<file path="src/rtl/ltocc_pkg.sv">
// package for the light, touch and proximity open/close controller: types and constants
`default_nettype none

package ltocc_pkg;

  localparam logic [4:0]  CAL_SAMPLES = 5'd20;
  localparam logic [2:0]  REOPEN_HOLD = 3'd5;
  localparam logic [15:0] FULL_SCALE  = 16'd4095;

  // divide by ten through a reciprocal, exact for dividends below 2^24
  localparam int          DIV10_SHIFT = 27;
  localparam logic [23:0] DIV10_MUL   = 24'd13421773;

  typedef enum logic [1:0] {
    CMD_SAMPLE  = 2'd0,
    CMD_DECIDE  = 2'd1,
    CMD_RESTART = 2'd2,
    CMD_UNUSED  = 2'd3
  } cmd_t;

  typedef enum logic [1:0] {
    ACT_NONE  = 2'd0,
    ACT_STOP  = 2'd1,
    ACT_OPEN  = 2'd2,
    ACT_CLOSE = 2'd3
  } action_t;

  typedef enum logic [2:0] {
    CAUSE_NONE        = 3'd0,
    CAUSE_RIGHT_TOUCH = 3'd1,
    CAUSE_LEFT_TOUCH  = 3'd2,
    CAUSE_TOO_CLOSE   = 3'd3,
    CAUSE_TOO_DARK    = 3'd4,
    CAUSE_TOO_BRIGHT  = 3'd5,
    CAUSE_BRIGHT_HELD = 3'd6
  } cause_t;

  typedef enum logic [2:0] {
    REG_INIT_LOW  = 3'd0,
    REG_INIT_HIGH = 3'd1,
    REG_MARGIN    = 3'd2,
    REG_NEAR      = 3'd3,
    REG_NEAR_EN   = 3'd4,
    REG_AUTO      = 3'd5
  } reg_index_t;

  typedef struct packed {
    logic [1:0]  command;
    logic        light_present;
    logic        light_status_ok;
    logic [15:0] brightness_raw;
    logic [15:0] distance_raw;
    logic        touch_present;
    logic        touch_a;
    logic        touch_b;
    logic        motor_ready;
  } in_t;

  typedef struct packed {
    logic [1:0]  action;
    logic [2:0]  cause;
    logic        calibrated;
    logic [11:0] ambient_level;
  } out_t;

endpackage

`default_nettype wire

</file>
<file path="src/rtl/light_touch_open_close_controller_top.sv">
// top level of the light, touch and proximity open/close controller
// Usage:
//   in channel (in_valid/in_stall/in_data) carries sample, decide and restart
//   beats; every accepted beat yields exactly one beat on the out channel
//   (out_valid/out_stall/out_data) with action, cause, calibration flag and
//   the integer ambient level after that beat took effect.
//   The result is registered: a beat accepted at a clock edge shows on out_data
//   in the next cycle. Throughput is one beat per cycle while no result is held
//   under out_stall; all state updates, including the 0.9/0.1 ambient average
//   (reciprocal multiply by one tenth) and the threshold clamp, are combinational.
//   The result register is the only buffer: in_stall rises only while a
//   result is held and out_stall is high, so a new beat enters in the same
//   cycle the held result is taken.
//   Configuration writes (cfg_wr_en/cfg_index/cfg_data) land at once and are
//   meant for idle periods; writing the initial thresholds also loads the
//   active thresholds.
//   Synchronous reset (rst_n low) empties the result register, restores the
//   register defaults and starts in the calibrated state with ambient zero.
`default_nettype none

module light_touch_open_close_controller_top (
  input  wire              clk,
  input  wire              rst_n,
  input  wire              in_valid,
  output logic             in_stall,
  input  ltocc_pkg::in_t   in_data,
  output logic             out_valid,
  input  wire              out_stall,
  output ltocc_pkg::out_t  out_data,
  input  wire              cfg_wr_en,
  input  wire  [2:0]       cfg_index,
  input  wire  [11:0]      cfg_data
);

  // configuration
  logic [11:0] margin_r, near_r;
  logic        near_en_r, auto_r;

  // controller state
  logic [19:0] avg_r, avg_nxt;
  logic [4:0]  cnt_r, cnt_nxt;
  logic [11:0] low_thr_r, low_thr_nxt, high_thr_r, high_thr_nxt;
  logic [11:0] bright_r, bright_nxt, close_r, close_nxt;
  logic        left_r, left_nxt, right_r, right_nxt;
  logic        light_ok_r, light_ok_nxt, touch_ok_r, touch_ok_nxt;
  logic [2:0]  hold_r, hold_nxt;

  logic             out_valid_r, out_valid_nxt;
  ltocc_pkg::out_t  out_data_r, res;

  logic                 accept;
  ltocc_pkg::cmd_t      cmd;
  ltocc_pkg::action_t   act;
  ltocc_pkg::cause_t    cause;
  logic                 sample_ok, cal_done;
  logic [23:0]          avg_sum;
  logic [47:0]          avg_prod;
  logic [19:0]          avg_div, avg_upd;
  logic [4:0]           cnt_inc;
  logic [11:0]          amb;
  logic [12:0]          amb_hi;

  assign in_stall  = out_valid_r && out_stall;
  assign accept    = in_valid && !in_stall;
  assign out_valid = out_valid_r;
  assign out_data  = out_data_r;
  assign cmd       = ltocc_pkg::cmd_t'(in_data.command);
  assign cal_done  = (cnt_r >= ltocc_pkg::CAL_SAMPLES);

  assign sample_ok = in_data.light_present && in_data.light_status_ok &&
                     (in_data.brightness_raw <= ltocc_pkg::FULL_SCALE) &&
                     (in_data.distance_raw <= ltocc_pkg::FULL_SCALE);

  // round-to-nearest (9*avg + b*256 + 5) / 10
  assign avg_sum  = {1'b0, avg_r, 3'b000} + {4'b0000, avg_r} +
                    {4'b0000, in_data.brightness_raw[11:0], 8'h00} + 24'd5;
  assign avg_prod = avg_sum * ltocc_pkg::DIV10_MUL;
  assign avg_div  = avg_prod[ltocc_pkg::DIV10_SHIFT +: 20];
  assign cnt_inc  = cnt_r + 5'd1;
  assign avg_upd  = (cnt_r == 5'd0) ? {in_data.brightness_raw[11:0], 8'h00} : avg_div;
  assign amb      = avg_upd[19:8];
  assign amb_hi   = {1'b0, amb} + {1'b0, margin_r};

  always_comb begin
    avg_nxt      = avg_r;
    cnt_nxt      = cnt_r;
    low_thr_nxt  = low_thr_r;
    high_thr_nxt = high_thr_r;
    bright_nxt   = bright_r;
    close_nxt    = close_r;
    left_nxt     = left_r;
    right_nxt    = right_r;
    light_ok_nxt = light_ok_r;
    touch_ok_nxt = touch_ok_r;
    hold_nxt     = hold_r;
    act          = ltocc_pkg::ACT_NONE;
    cause        = ltocc_pkg::CAUSE_NONE;
    if (accept) begin
      case (cmd)
        ltocc_pkg::CMD_SAMPLE: begin
          light_ok_nxt = in_data.light_present;
          if (sample_ok) begin
            bright_nxt = in_data.brightness_raw[11:0];
            close_nxt  = 12'(ltocc_pkg::FULL_SCALE - in_data.distance_raw);
            if (!cal_done) begin
              cnt_nxt = cnt_inc;
              avg_nxt = avg_upd;
              if (cnt_inc == ltocc_pkg::CAL_SAMPLES) begin
                low_thr_nxt  = (amb > margin_r) ? amb - margin_r : 12'd0;
                high_thr_nxt = (amb_hi > 13'(ltocc_pkg::FULL_SCALE)) ?
                               12'(ltocc_pkg::FULL_SCALE) : amb_hi[11:0];
              end
            end
          end
          touch_ok_nxt = in_data.touch_present;
          left_nxt     = in_data.touch_present && in_data.touch_a;
          right_nxt    = in_data.touch_present && in_data.touch_b;
        end
        ltocc_pkg::CMD_DECIDE: begin
          if (in_data.motor_ready && auto_r) begin
            if (touch_ok_r && right_r) begin
              act      = ltocc_pkg::ACT_OPEN;
              cause    = ltocc_pkg::CAUSE_RIGHT_TOUCH;
              hold_nxt = ltocc_pkg::REOPEN_HOLD;
            end else if (touch_ok_r && left_r) begin
              act      = ltocc_pkg::ACT_CLOSE;
              cause    = ltocc_pkg::CAUSE_LEFT_TOUCH;
              hold_nxt = ltocc_pkg::REOPEN_HOLD;
            end else begin
              act = ltocc_pkg::ACT_STOP;
              if (light_ok_r && cal_done) begin
                if (near_en_r && (near_r > close_r)) begin
                  act      = ltocc_pkg::ACT_CLOSE;
                  cause    = ltocc_pkg::CAUSE_TOO_CLOSE;
                  hold_nxt = ltocc_pkg::REOPEN_HOLD;
                end else if (low_thr_r > bright_r) begin
                  act      = ltocc_pkg::ACT_CLOSE;
                  cause    = ltocc_pkg::CAUSE_TOO_DARK;
                  hold_nxt = ltocc_pkg::REOPEN_HOLD;
                end else if (high_thr_r < bright_r) begin
                  if (hold_r == 3'd0) begin
                    act   = ltocc_pkg::ACT_OPEN;
                    cause = ltocc_pkg::CAUSE_TOO_BRIGHT;
                  end else begin
                    hold_nxt = hold_r - 3'd1;
                    cause    = ltocc_pkg::CAUSE_BRIGHT_HELD;
                  end
                end
              end
            end
          end
        end
        ltocc_pkg::CMD_RESTART: begin
          cnt_nxt = 5'd0;
        end
        default: begin
        end
      endcase
    end
    // initial threshold writes go straight into the active thresholds
    if (cfg_wr_en) begin
      if (cfg_index == ltocc_pkg::REG_INIT_LOW) begin
        low_thr_nxt = cfg_data;
      end
      if (cfg_index == ltocc_pkg::REG_INIT_HIGH) begin
        high_thr_nxt = cfg_data;
      end
    end
  end

  always_comb begin
    res.action        = act;
    res.cause         = cause;
    res.calibrated    = (cnt_nxt >= ltocc_pkg::CAL_SAMPLES);
    res.ambient_level = avg_nxt[19:8];
  end

  always_comb begin
    out_valid_nxt = out_valid_r;
    if (accept) begin
      out_valid_nxt = 1'b1;
    end else if (!out_stall) begin
      out_valid_nxt = 1'b0;
    end
  end

  always_ff @(posedge clk) begin
    if (!rst_n) begin
      out_valid_r <= 1'b0;
      margin_r    <= 12'd410;
      near_r      <= 12'd2048;
      near_en_r   <= 1'b0;
      auto_r      <= 1'b1;
      avg_r       <= 20'd0;
      cnt_r       <= ltocc_pkg::CAL_SAMPLES;
      low_thr_r   <= 12'd1024;
      high_thr_r  <= 12'd3072;
      bright_r    <= 12'd0;
      close_r     <= 12'd0;
      left_r      <= 1'b0;
      right_r     <= 1'b0;
      light_ok_r  <= 1'b0;
      touch_ok_r  <= 1'b0;
      hold_r      <= 3'd0;
    end else begin
      out_valid_r <= out_valid_nxt;
      avg_r       <= avg_nxt;
      cnt_r       <= cnt_nxt;
      bright_r    <= bright_nxt;
      close_r     <= close_nxt;
      left_r      <= left_nxt;
      right_r     <= right_nxt;
      light_ok_r  <= light_ok_nxt;
      touch_ok_r  <= touch_ok_nxt;
      hold_r      <= hold_nxt;
      low_thr_r   <= low_thr_nxt;
      high_thr_r  <= high_thr_nxt;
      if (cfg_wr_en) begin
        case (ltocc_pkg::reg_index_t'(cfg_index))
          ltocc_pkg::REG_MARGIN:  margin_r  <= cfg_data;
          ltocc_pkg::REG_NEAR:    near_r    <= cfg_data;
          ltocc_pkg::REG_NEAR_EN: near_en_r <= cfg_data[0];
          ltocc_pkg::REG_AUTO:    auto_r    <= cfg_data[0];
          default: begin
          end
        endcase
      end
    end
  end

  always_ff @(posedge clk) begin
    if (accept) begin
      out_data_r <= res;
    end
  end

  a_stall_only_when_held: assert property (@(posedge clk) disable iff (!rst_n)
    in_stall |-> out_valid_r)
    else $error("input stalled with no result held");

  a_count_bounded: assert property (@(posedge clk) disable iff (!rst_n)
    cnt_r <= ltocc_pkg::CAL_SAMPLES)
    else $error("calibration count overran");

  a_hold_bounded: assert property (@(posedge clk) disable iff (!rst_n)
    hold_r <= ltocc_pkg::REOPEN_HOLD)
    else $error("reopen hold overran");

  a_sample_no_action: assert property (@(posedge clk) disable iff (!rst_n)
    accept && (in_data.command != ltocc_pkg::CMD_DECIDE) |=>
      (out_data_r.action == ltocc_pkg::ACT_NONE) &&
      (out_data_r.cause == ltocc_pkg::CAUSE_NONE))
    else $error("non-decide beat produced an action");

  a_manual_no_action: assert property (@(posedge clk) disable iff (!rst_n)
    accept && (in_data.command == ltocc_pkg::CMD_DECIDE) && !auto_r |=>
      out_data_r.action == ltocc_pkg::ACT_NONE)
    else $error("decide acted while not autonomous");

  a_calibrated_flag: assert property (@(posedge clk) disable iff (!rst_n)
    accept |=> out_data_r.calibrated == (cnt_r >= ltocc_pkg::CAL_SAMPLES))
    else $error("calibrated flag disagrees with sample count");

endmodule

`default_nettype wire
</file>
<file path="config.mk">
export PLATFORM = sky130hd
export DESIGN_NAME = light_touch_open_close_controller_top
export DESIGN_NICKNAME = d
export VERILOG_FILES = /design/src/rtl/ltocc_pkg.sv /design/src/rtl/light_touch_open_close_controller_top.sv
export SDC_FILE = /design/constraint.sdc
export NUM_CORES = 1
export LEC_CHECK = 0
export BUFFER_PORTS_ARGS = -buffer_cell sky130_fd_sc_hd__buf_2
export CELL_PAD_IN_SITES_DETAIL_PLACEMENT = 1
export CELL_PAD_IN_SITES_GLOBAL_PLACEMENT = 2
export CORE_MARGIN = 1
export CORE_UTILIZATION = 44
export CTS_CLUSTER_SIZE = 30
export DETAILED_ROUTE_END_ITERATION = 7
export PLACE_DENSITY = 0.85
export SLEW_MARGIN = 20
export SYNTH_ARGS = -nofsm -noshare
export SYNTH_HDL_FRONTEND = slang
export SYNTH_SLANG_ARGS = --single-unit
</file>
<file path="constraint.sdc">
create_clock -name clk -period 31.7 [get_ports clk]
set_input_delay 3.17 -clock clk [delete_from_list [all_inputs] [get_ports clk]]
set_output_delay 3.17 -clock clk [all_outputs]
set_load 0.02 [all_outputs]
</file>
==> results_dict.tcl, run 1 <==
set metrics [dict create \
    status "finished clean" \
    combPwrFrac 0.777 \
    drcViolationCount 0 \
    r2r-start "avg_r[5]$_SDFFE_PN0P_" \
    die_w_um 206 \
    postRouteAntennaNets 0 \
    cp.required_ns 32.00 \
    crit_path_end_kind "flop" \
    antenna_found_initial 1 \
    p_int_mw 0.791 \
    hp-class "reg2reg" \
    sequentialPowerShare 0.099 \
    die_area_mm2 0.0426 \
    gp_congestion 0.982 \
    ys_types 74 \
    ir_drop_mv 0.0664 \
    via_per_inst 5.62 \
    worst_pin_slew_ns 1.14 \
    cp.arrival_ns 15.19 \
    place_ws_ns 16.65 \
    cts_max_path_buffers 2 \
    whs_ns 0.457 \
    hold_start "light_ok_r$_SDFFE_PN0P_" \
    clkTransAtPathRegs_ns 0.06 \
    netlist_area_mm2 0.0184 \
    cts_tree "built" \
    setup_viol 0 \
    avgSynthCellArea_um2 9.18 \
    vias 14800 \
    multiInputGateArea_mm2 0.0141 \
    power_switching_mw 0.896 \
    postSynth.asyncResetShare 0 \
    antennaDiodeCount 0 \
    cts_buffers 17 \
    finalClockSkew_ns 0.0159 \
    cts_setup_buffers 0 \
    synthCells 2004 \
    setup.worst_path.start "in_data[20]" \
    ys_ff_latch 125 \
    synth_ff_type "dfxtp_1" \
    syn_nets 2634 \
    maxSlewViolCount 0 \
    p_clk_frac 0.124 \
    root_buffer "clkbuf_16" \
    period_needed_ns 14.88 \
    ys_seq_area_frac 0.146 \
    cpPeakStageDelay_ns 0.75 \
    worst_path_most_repeated_cell "fa_1" \
    ys_warn_count 0 \
    drtIter0Drc 665 \
    htreeDepth 4 \
    finalWorstSetupSlack_ns 16.82 \
    drt_pass1_iterations 5 \
    boundaryPins 80 \
    p_total_mw 1.69 \
    overflow 0 \
    start_kind "input port" \
    die_h_um 206 \
    cts.sinks 125 \
    seqCellArea_mm2 0.00268 \
    hold_buffers 0 \
    wl_per_cell_um 22.2 \
    slowest_stage "a2111oi_0" \
    tns_ns 0 \
    clock_latency_ns 0.43 \
    drive_gt1_frac 0.0767 \
    rsz0062_at_grt "false" \
    wl_mm 58.4 \
    hold_viol 0 \
    fillers 4802 \
    final_nets 2717 \
    port_buffers 79 \
    cap_violations 0 \
    fin_util 0.491 \
    slew_headroom 0.237 \
    hpwl_mm 49.3 \
    grt_max_degree 82 \
    post-route-period-util 0.469 \
    powerDensity_mw_per_mm2 83.8 \
    critPathMaxFanout 7 \
    grt_pass1_wl_mm 92.1 \
    critical_path_class "in2reg" \
    grt_pass1_vias 16300 \
    syn2layout_area_growth_pct 9.42 \
    p_leak_nw 10.1 \
    core_area_mm2 0.0410 \
    initial_utilization 0.448 \
    rows 74 \
    post_cts_resized 0 \
    fmax_ghz 0.0672 \
    grt.total_usage 0.289 \
    synth_edf_count 18 \
    p_sw_frac 0.531 \
]
-- per-stage QoR --
| step | area (µm²) | instances |
|---|---|---|
| final | 20100 | 2632 |
| after global routing | 20100 | 2632 |
| after CTS | 20100 | 2632 |
| after detailed placement | 19500 | 2600 |
| after global placement | 19500 | 2600 |
| after floorplan | 18400 | 2004 |
-- worst max-delay path: cells and delay by family --
| kind | cells | cell delay (ns) |
|---|---|---|
| compound gates | 15 | 4.89 |
| xor+xnor | 2 | 0.34 |
| fa+ha+maj | 11 | 4.96 |
| buf+inv | 8 | 0.68 |
| simple gates | 7 | 1.15 |
-- metal layers --
layer  track usage  part of all wire
met1         0.386              0.45
met2         0.476              0.47
met3        0.0486             0.043
met4        0.0867             0.027
met5             0           0.00022
-- layout make-up --
cell class,count,area share
Multi-Input combinational cell,1453,0.702
Sequential cell,125,0.133
Inverter,386,0.0720
Tap cell,532,0.0331
Timing Repair Buffer,104,0.0290
Clock buffer,21,0.0245
Clock inverter,11,0.00640
-- power groups by stage --
stage	Combinational, mW	Sequential, mW	Clock, mW
final	1.31	0.167	0.210
after global routing	1.47	0.167	0.219
after CTS	1.31	0.167	0.213
after detailed placement	1.30	0.170	0
after global placement	1.28	0.170	0
after floorplan	0.919	0.171	0
-- cells in the mapped netlist, types with 14 or more instances --
library cell | count | area share
a211oi_1 | 28 | 0.011
a21o_1 | 35 | 0.014
a21oi_1 | 128 | 0.035
and2_1 | 14 | 0.0048
clkbuf_1 | 39 | 0.0080
dfxtp_1 | 107 | 0.12
edfxtp_1 | 18 | 0.029
fa_1 | 234 | 0.25
ha_1 | 336 | 0.23
inv_1 | 384 | 0.078
nand2_1 | 150 | 0.031
nand2b_1 | 17 | 0.0058
nand3_1 | 22 | 0.0060
nand4_1 | 14 | 0.0048
nor2_1 | 98 | 0.020
nor3_1 | 28 | 0.0076
o211ai_1 | 15 | 0.0061
o21a_1 | 18 | 0.0073
o21ai_0 | 53 | 0.014
xnor2_1 | 44 | 0.021
xor2_1 | 17 | 0.0081
-- final timing paths --
kind / end / slack, ns / cells past startpoint
worst max-delay path: low_thr_r[9]$_SDFF_PN0_ / 16.82 / 43
worst min-delay path: light_ok_r$_SDFFE_PN0P_ / 0.46 / 2
worst max register to register: low_thr_r[9]$_SDFF_PN0_ / 19.36 / 42
worst min register to register: light_ok_r$_SDFFE_PN0P_ / 0.46 / 2
-- cell usage in the layout, fill, tap and decap left out, types with 44 or more instances in the layout --
cell,n
fa_1,234
o21ai_0,53
buf_2,79
xnor2_1,44
dfxtp_1,107
nor2_1,97
nand2_1,150
ha_1,336
inv_1,384
a21oi_1,128
-- cell families (layout without fill, tap and decap cells) --
| family | count (synthesis) | in the layout | synth area share |
|---|---|---|---|
| compound gates | 391 | 391 | 0.139 |
| xor+xnor | 61 | 61 | 0.0290 |
| fa+ha+maj | 570 | 570 | 0.483 |
| buf+inv | 426 | 522 | 0.0869 |
| flops | 125 | 125 | 0.146 |
| mux | 9 | 9 | 0.00510 |
| simple gates | 422 | 422 | 0.110 |
-- sequential cells by signal (all words and copies together) (netlist names), 3 cells and up --
name / cells
avg_r: 20
bright_r: 12
close_r: 12
cnt_r: 5
high_thr_r: 12
hold_r: 3
low_thr_r: 12
margin_r: 12
near_r: 12
out_data: 18
(Power assumes the default switching activity.)
==> run 2: changes to the inputs <==
--- a/config.mk
+++ b/config.mk
@@ -5,14 +5,15 @@
 export SDC_FILE = /design/constraint.sdc
 export NUM_CORES = 1
 export LEC_CHECK = 0
+export ABC_AREA = 1
 export BUFFER_PORTS_ARGS = -buffer_cell sky130_fd_sc_hd__buf_2
 export CELL_PAD_IN_SITES_DETAIL_PLACEMENT = 1
 export CELL_PAD_IN_SITES_GLOBAL_PLACEMENT = 2
 export CORE_MARGIN = 1
-export CORE_UTILIZATION = 44
+export CORE_UTILIZATION = 39
 export CTS_CLUSTER_SIZE = 30
 export DETAILED_ROUTE_END_ITERATION = 7
-export PLACE_DENSITY = 0.85
+export PLACE_DENSITY = 0.79
 export SLEW_MARGIN = 20
 export SYNTH_ARGS = -nofsm -noshare
 export SYNTH_HDL_FRONTEND = slang
==> constraint.sdc (replaced) <==
create_clock -name clk -period 14.6 [get_ports clk]
set_input_delay 1.46 -clock clk [delete_from_list [all_inputs] [get_ports clk]]
set_output_delay 1.46 -clock clk [all_outputs]
set_load 0.02 [all_outputs]
==> results_dict.tcl, run 2 <==
set metrics [dict create \
    period_needed_ns 12.08 \
    status "finished clean" \
    postSynth.asyncResetShare 0 \
    synth_top_area_frac 0.241 \
    clkTransAtPathRegs_ns 0.06 \
    rows 81 \
    slowest_stage "xor2_1" \
    antennaDiodeCount 0 \
    gp_congestion 0.946 \
    synthMuxAreaShare 0 \
    ys_seq_area_frac 0.138 \
    grtUsageMet1 0.400 \
    core_area_mm2 0.0491 \
    die_w_um 225 \
    cpPeakStageDelay_ns 0.82 \
    fmax_ghz 0.0828 \
    yosys.cell_count.top_type "inv_1" \
    vias 16500 \
    via_per_inst 5.16 \
    p_leak_nw 11.3 \
    port_buffers 79 \
    die_h_um 225 \
    setup_viol 0 \
    synthSimpleGateAreaFrac 0.157 \
    grt.total_usage 0.280 \
    final_nets 3149 \
    wl_mm 68.1 \
    cts.sinks 125 \
    hold_buffers 0 \
    cts_buffers 17 \
    ys_warn_count 0 \
    synthCells 2436 \
    synth_compound_area_frac 0.114 \
    hpwl_mm 60.3 \
    initial_utilization 0.397 \
    cp.arrival_ns 12.43 \
    htreeDepth 4 \
    regMostFlops "avg_r" \
    drtIter0Drc 810 \
    root_buffer "clkbuf_16" \
    ir_drop_mv 0.121 \
    netlist_area_mm2 0.0195 \
    slew_headroom 0.241 \
    overflow 0 \
    ys_types 55 \
    cts_tree "built" \
    grt_max_degree 79 \
    hold_viol 0 \
    wl_per_cell_um 21.3 \
    critPathMaxFanout 11 \
    finalWorstSetupSlack_ns 2.52 \
    clock_latency_ns 0.43 \
    syn_nets 3066 \
    path_delay_family "adder cells" \
    grt_pass1_vias 17700 \
    hp-class "reg2reg" \
    largest_reg_flops 20 \
    final_cell_mix "inv_1 (539), nand2_1 (363), ha_1 (336)" \
    cap_violations 0 \
    yosys.area_share.adder 0.457 \
    syn2layout_area_growth_pct 9.15 \
    synthTopCellsByArea "fa_1 (24%), ha_1 (22%), dfxtp_1 (11%)" \
    antenna_found_initial 2 \
    worst_pin_slew_ns 1.13 \
    avgSynthCellArea_um2 7.99 \
    synth-xor-area-share 0.0226 \
    ys_top_cells_by_count "inv_1 (539), nand2_1 (363), ha_1 (336)" \
    grt_pass1_wl_mm 105 \
    gr-usage-met2 0.428 \
    critical_path_class "in2reg" \
    mostFrequentLayoutCell "inv_1" \
    postRouteAntennaNets 0 \
    crit_path_end_kind "flop" \
    rsz0062_at_grt "false" \
    worst_path_most_repeated_cell "nand2_1" \
    start_kind "input port" \
    synth_area_leader_cell "fa_1" \
    die_area_mm2 0.0508 \
    grt_util_met3 0.0641 \
    drcViolationCount 0 \
    path_buf_inv 9 \
    place_ws_ns 2.21 \
    synth_ff_type "dfxtp_1" \
    maxSlewViolCount 0 \
    cp.required_ns 14.95 \
    cts_max_path_buffers 2 \
    powerDensity_mw_per_mm2 196 \
    synth_top_family_by_area "adder cells" \
    synth_edf_count 18 \
    gr-max-usage-layer "met2" \
    ys_ff_latch 125 \
    fillers 6080 \
    drt_pass1_iterations 7 \
    post_cts_resized 0 \
    cts_setup_buffers 0 \
    boundaryPins 80 \
    post-route-period-util 0.827 \
    tns_ns 0 \
    drive_gt1_frac 0.0711 \
    finalClockSkew_ns 0.00968 \
]
run 2: worst paths after layout:
kind                                            start                  endpoint  slack (ns)  cells after the start
worst max register to register  avg_r[0]$_SDFFE_PN0P_  high_thr_r[9]$_SDFF_PN0_        3.29                     48
worst min-delay path             right_r$_SDFFE_PN0P_      right_r$_SDFFE_PN0P_        0.47                      2
worst min register to register   right_r$_SDFFE_PN0P_      right_r$_SDFFE_PN0P_        0.47                      2
worst max-delay path                      in_data[20]  high_thr_r[9]$_SDFF_PN0_        2.52                     50
run 2: layout make-up:
type | count | area [µm²] | share of cell area
multi-input cells | 1729 | 14600 | 0.687
flip-flops and latches | 125 | 2680 | 0.126
inverters | 553 | 2080 | 0.0978
well taps | 664 | 831 | 0.0391
repair buffers | 93 | 500 | 0.0236
clock buffers | 19 | 443 | 0.0208
clock inverters | 13 | 118 | 0.00554
run 2: metal layers:
metal  vias up  part of all wire
li1       7908                 -
met1      8185              0.49
met5         -           0.00044
met4         4             0.018
met3        71             0.061
met2       322              0.43
run 2: kinds of logic (layout without fill, tap and decap cells):
group	after synthesis	in the layout
adders and majority gates	570	570
xor gates and xnor gates	47	47
DFF	125	125
buffers and inverters	582	678
AOI/OAI and AO/OA	405	405
and+or+nand+nor	707	707
run 2: power breakdown:
group | total, mW | switching [mW] | internal, mW
Clock | 0.409 | 0.171 | 0.239
Combinational | 3.39 | 2.28 | 1.11
Sequential | 0.363 | 0.00572 | 0.357
run 2: worst min-delay path: cells and delay by family, from the launching register on:
kind	cells	cell delay (ns)
flops	1	0.31
simple gates	1	0.06
compound gates	1	0.05
run 2: through the flow:
step / power [mW] / hold WS [ns] / area, µm² / cells / util
5_1_grt: 4.65 / 0.488 / 21200 / 3196 / 0.433
3_5_place_dp: 3.75 / 0.461 / 20700 / 3164 / 0.422
2_1_floorplan: 2.64 / 0.424 / 19500 / 2436 / -
3_3_place_gp: 3.74 / 0.444 / 20700 / 3164 / 0.422
4_1_cts: 4.19 / 0.471 / 21200 / 3196 / 0.433
6_report: 4.16 / 0.469 / 21200 / 3196 / 0.433
==> run 3: changes to the inputs <==
--- a/config.mk
+++ b/config.mk
@@ -10,10 +10,10 @@
 export CELL_PAD_IN_SITES_DETAIL_PLACEMENT = 1
 export CELL_PAD_IN_SITES_GLOBAL_PLACEMENT = 2
 export CORE_MARGIN = 1
-export CORE_UTILIZATION = 39
+export CORE_UTILIZATION = 35
 export CTS_CLUSTER_SIZE = 30
 export DETAILED_ROUTE_END_ITERATION = 7
-export PLACE_DENSITY = 0.79
+export PLACE_DENSITY = 0.75
 export SLEW_MARGIN = 20
 export SYNTH_ARGS = -nofsm -noshare
 export SYNTH_HDL_FRONTEND = slang
==> constraint.sdc (replaced) <==
create_clock -name clk -period 10 [get_ports clk]
set_input_delay 1 -clock clk [delete_from_list [all_inputs] [get_ports clk]]
set_output_delay 1 -clock clk [all_outputs]
set_load 0.02 [all_outputs]
==> results_dict.tcl, run 3 (synthesis results as in run 2) <==
set metrics [dict create \
    status "finished clean" \
    crit_path_end_kind "flop" \
    cpPeakStageDelay_ns 0.55 \
    vias 18000 \
    htreeDepth 4 \
    cap_violations 0 \
    final_cell_mix "inv_1 (523), buf_4 (349), nand2_1 (327)" \
    powerDensity_mw_per_mm2 378 \
    cp.required_ns 10.36 \
    regMostFlops "avg_r" \
    worst_pin_slew_ns 1.08 \
    die_w_um 238 \
    p_sw_frac 0.505 \
    finalClockSkew_ns 0.0185 \
    grt.total_usage 0.264 \
    cts_buffers 17 \
    slew_headroom 0.273 \
    slowest_stage "fa_1" \
    power_switching_mw 4.80 \
    postRouteAntennaNets 0 \
    place_ws_ns -0.710 \
    mostFrequentLayoutCell "inv_1" \
    path_buf_inv 14 \
    finalWorstSetupSlack_ns 0.329 \
    p_total_mw 9.52 \
    cts.sinks 125 \
    overflow 0 \
    wl_per_cell_um 20.5 \
    clkTransAtPathRegs_ns 0.07 \
    start_kind "input port" \
    maxSlewViolCount 0 \
    rows 86 \
    sequentialPowerShare 0.056 \
    initial_utilization 0.354 \
    antenna_found_initial 0 \
    combPwrFrac 0.877 \
    clock_latency_ns 0.44 \
    via_per_inst 4.98 \
    dpl_cell_area_mm2 0.0232 \
    core_area_mm2 0.0550 \
    fillers 6674 \
    fmax_ghz 0.103 \
    hold_viol 0 \
    grt_pass1_vias 19800 \
    grt_max_degree 79 \
    placedCellCount 3567 \
    period_needed_ns 9.67 \
    cts_max_path_buffers 2 \
    finalNonFillerCells 3619 \
    largest_reg_flops 20 \
    syn2layout_area_growth_pct 29.4 \
    p_int_mw 4.71 \
    path_delay_family "adder cells" \
    p_leak_nw 13.1 \
    drtIter0Drc 713 \
    cts_tree "built" \
    final_nets 3489 \
    hp-class "reg2reg" \
    die_h_um 238 \
    setup_viol 0 \
    drive_gt1_frac 0.253 \
    critical_path_class "in2reg" \
    critPathMaxFanout 5 \
    post-route-period-util 0.967 \
    port_buffers 79 \
    drt_pass1_iterations 5 \
    ir_drop_mv 0.262 \
    grt_pass1_wl_mm 113 \
    final_area_mm2 0.0252 \
    hpwl_mm 64.2 \
    tns_ns 0 \
    cp.arrival_ns 10.03 \
    wl_mm 74.2 \
    drcViolationCount 0 \
    antennaDiodeCount 0 \
    p_clk_frac 0.067 \
    gp_congestion 1.01 \
    die_area_mm2 0.0566 \
    root_buffer "clkbuf_16" \
    boundaryPins 80 \
]
-- run 3: changes by cell type in the layout (fill, tap and decap cells not counted), sizes merged --
cell	previous run	this run
and3	2	3
clkbuf	19	22
inv	553	554
clkinv	9	4
buf	93	432
-- run 3: through the flow --
step                utilization  hold slack (ns)
finish                    0.458            0.455
floorplan                     -            0.424
global route              0.458            0.492
global placement          0.422            0.435
CTS                       0.436            0.451
detailed placement        0.422            0.440
-- run 3: per-layer routing --
layer / wire length [µm] / track usage / vias up
met5: 0 / 0 / -
met4: 1990 / 0.0717 / 0
li1: - / - / 8583
met1: 33700 / 0.349 / 9084
met2: 36700 / 0.456 / 268
met3: 1780 / 0.0249 / 90
-- run 3: repair_timing --
action                                  in CTS  in global routing
cloned                                       0                  1
gates resized for setup                     36                233
buffers inserted                             3                 17
endpoints found under the setup margin      24                 24
hold buffers                                 0                  0
pin swaps                                    4                 99
-- run 3: path summary, 6_finish.rpt --
check | start | to | slack [ns] | depth (start not counted)
setup / recovery | in_data[20] | high_thr_r[6]$_SDFF_PN0_ | 0.33 | 49
hold / removal | near_en_r$_SDFFE_PN0P_ | near_en_r$_SDFFE_PN0P_ | 0.45 | 2
setup reg to reg | avg_r[15]$_SDFF_PN0_ | high_thr_r[7]$_SDFF_PN0_ | 0.60 | 47
hold reg to reg | near_en_r$_SDFFE_PN0P_ | near_en_r$_SDFFE_PN0P_ | 0.45 | 2
-- run 3: worst min-delay path, cell delays in order, from the launching register on --
cell	delay (ns)
dfxtp_1	0.31
inv_1	0.05
a21oi_1	0.05
-- run 3: power by group through the flow --
stage / Combinational [mW] / Clock (mW) / Sequential, mW
2_1_floorplan: 3.31 / 0 / 0.542
4_1_cts: 6.87 / 0.651 / 0.529
6_report: 8.35 / 0.640 / 0.530
3_5_place_dp: 6.66 / 0 / 0.540
5_1_grt: 9.10 / 0.671 / 0.530
3_3_place_gp: 6.54 / 0 / 0.540
-- run 3: layout make-up --
class	instances	area, µm²	area share
multi-input cells	1730	15800	0.628
flip-flops and latches	125	2680	0.106
repair buffers	432	3060	0.121
well taps	748	936	0.0372
inverters	553	2080	0.0826
clock inverters	9	98.8	0.00392
clock buffers	22	507	0.0201
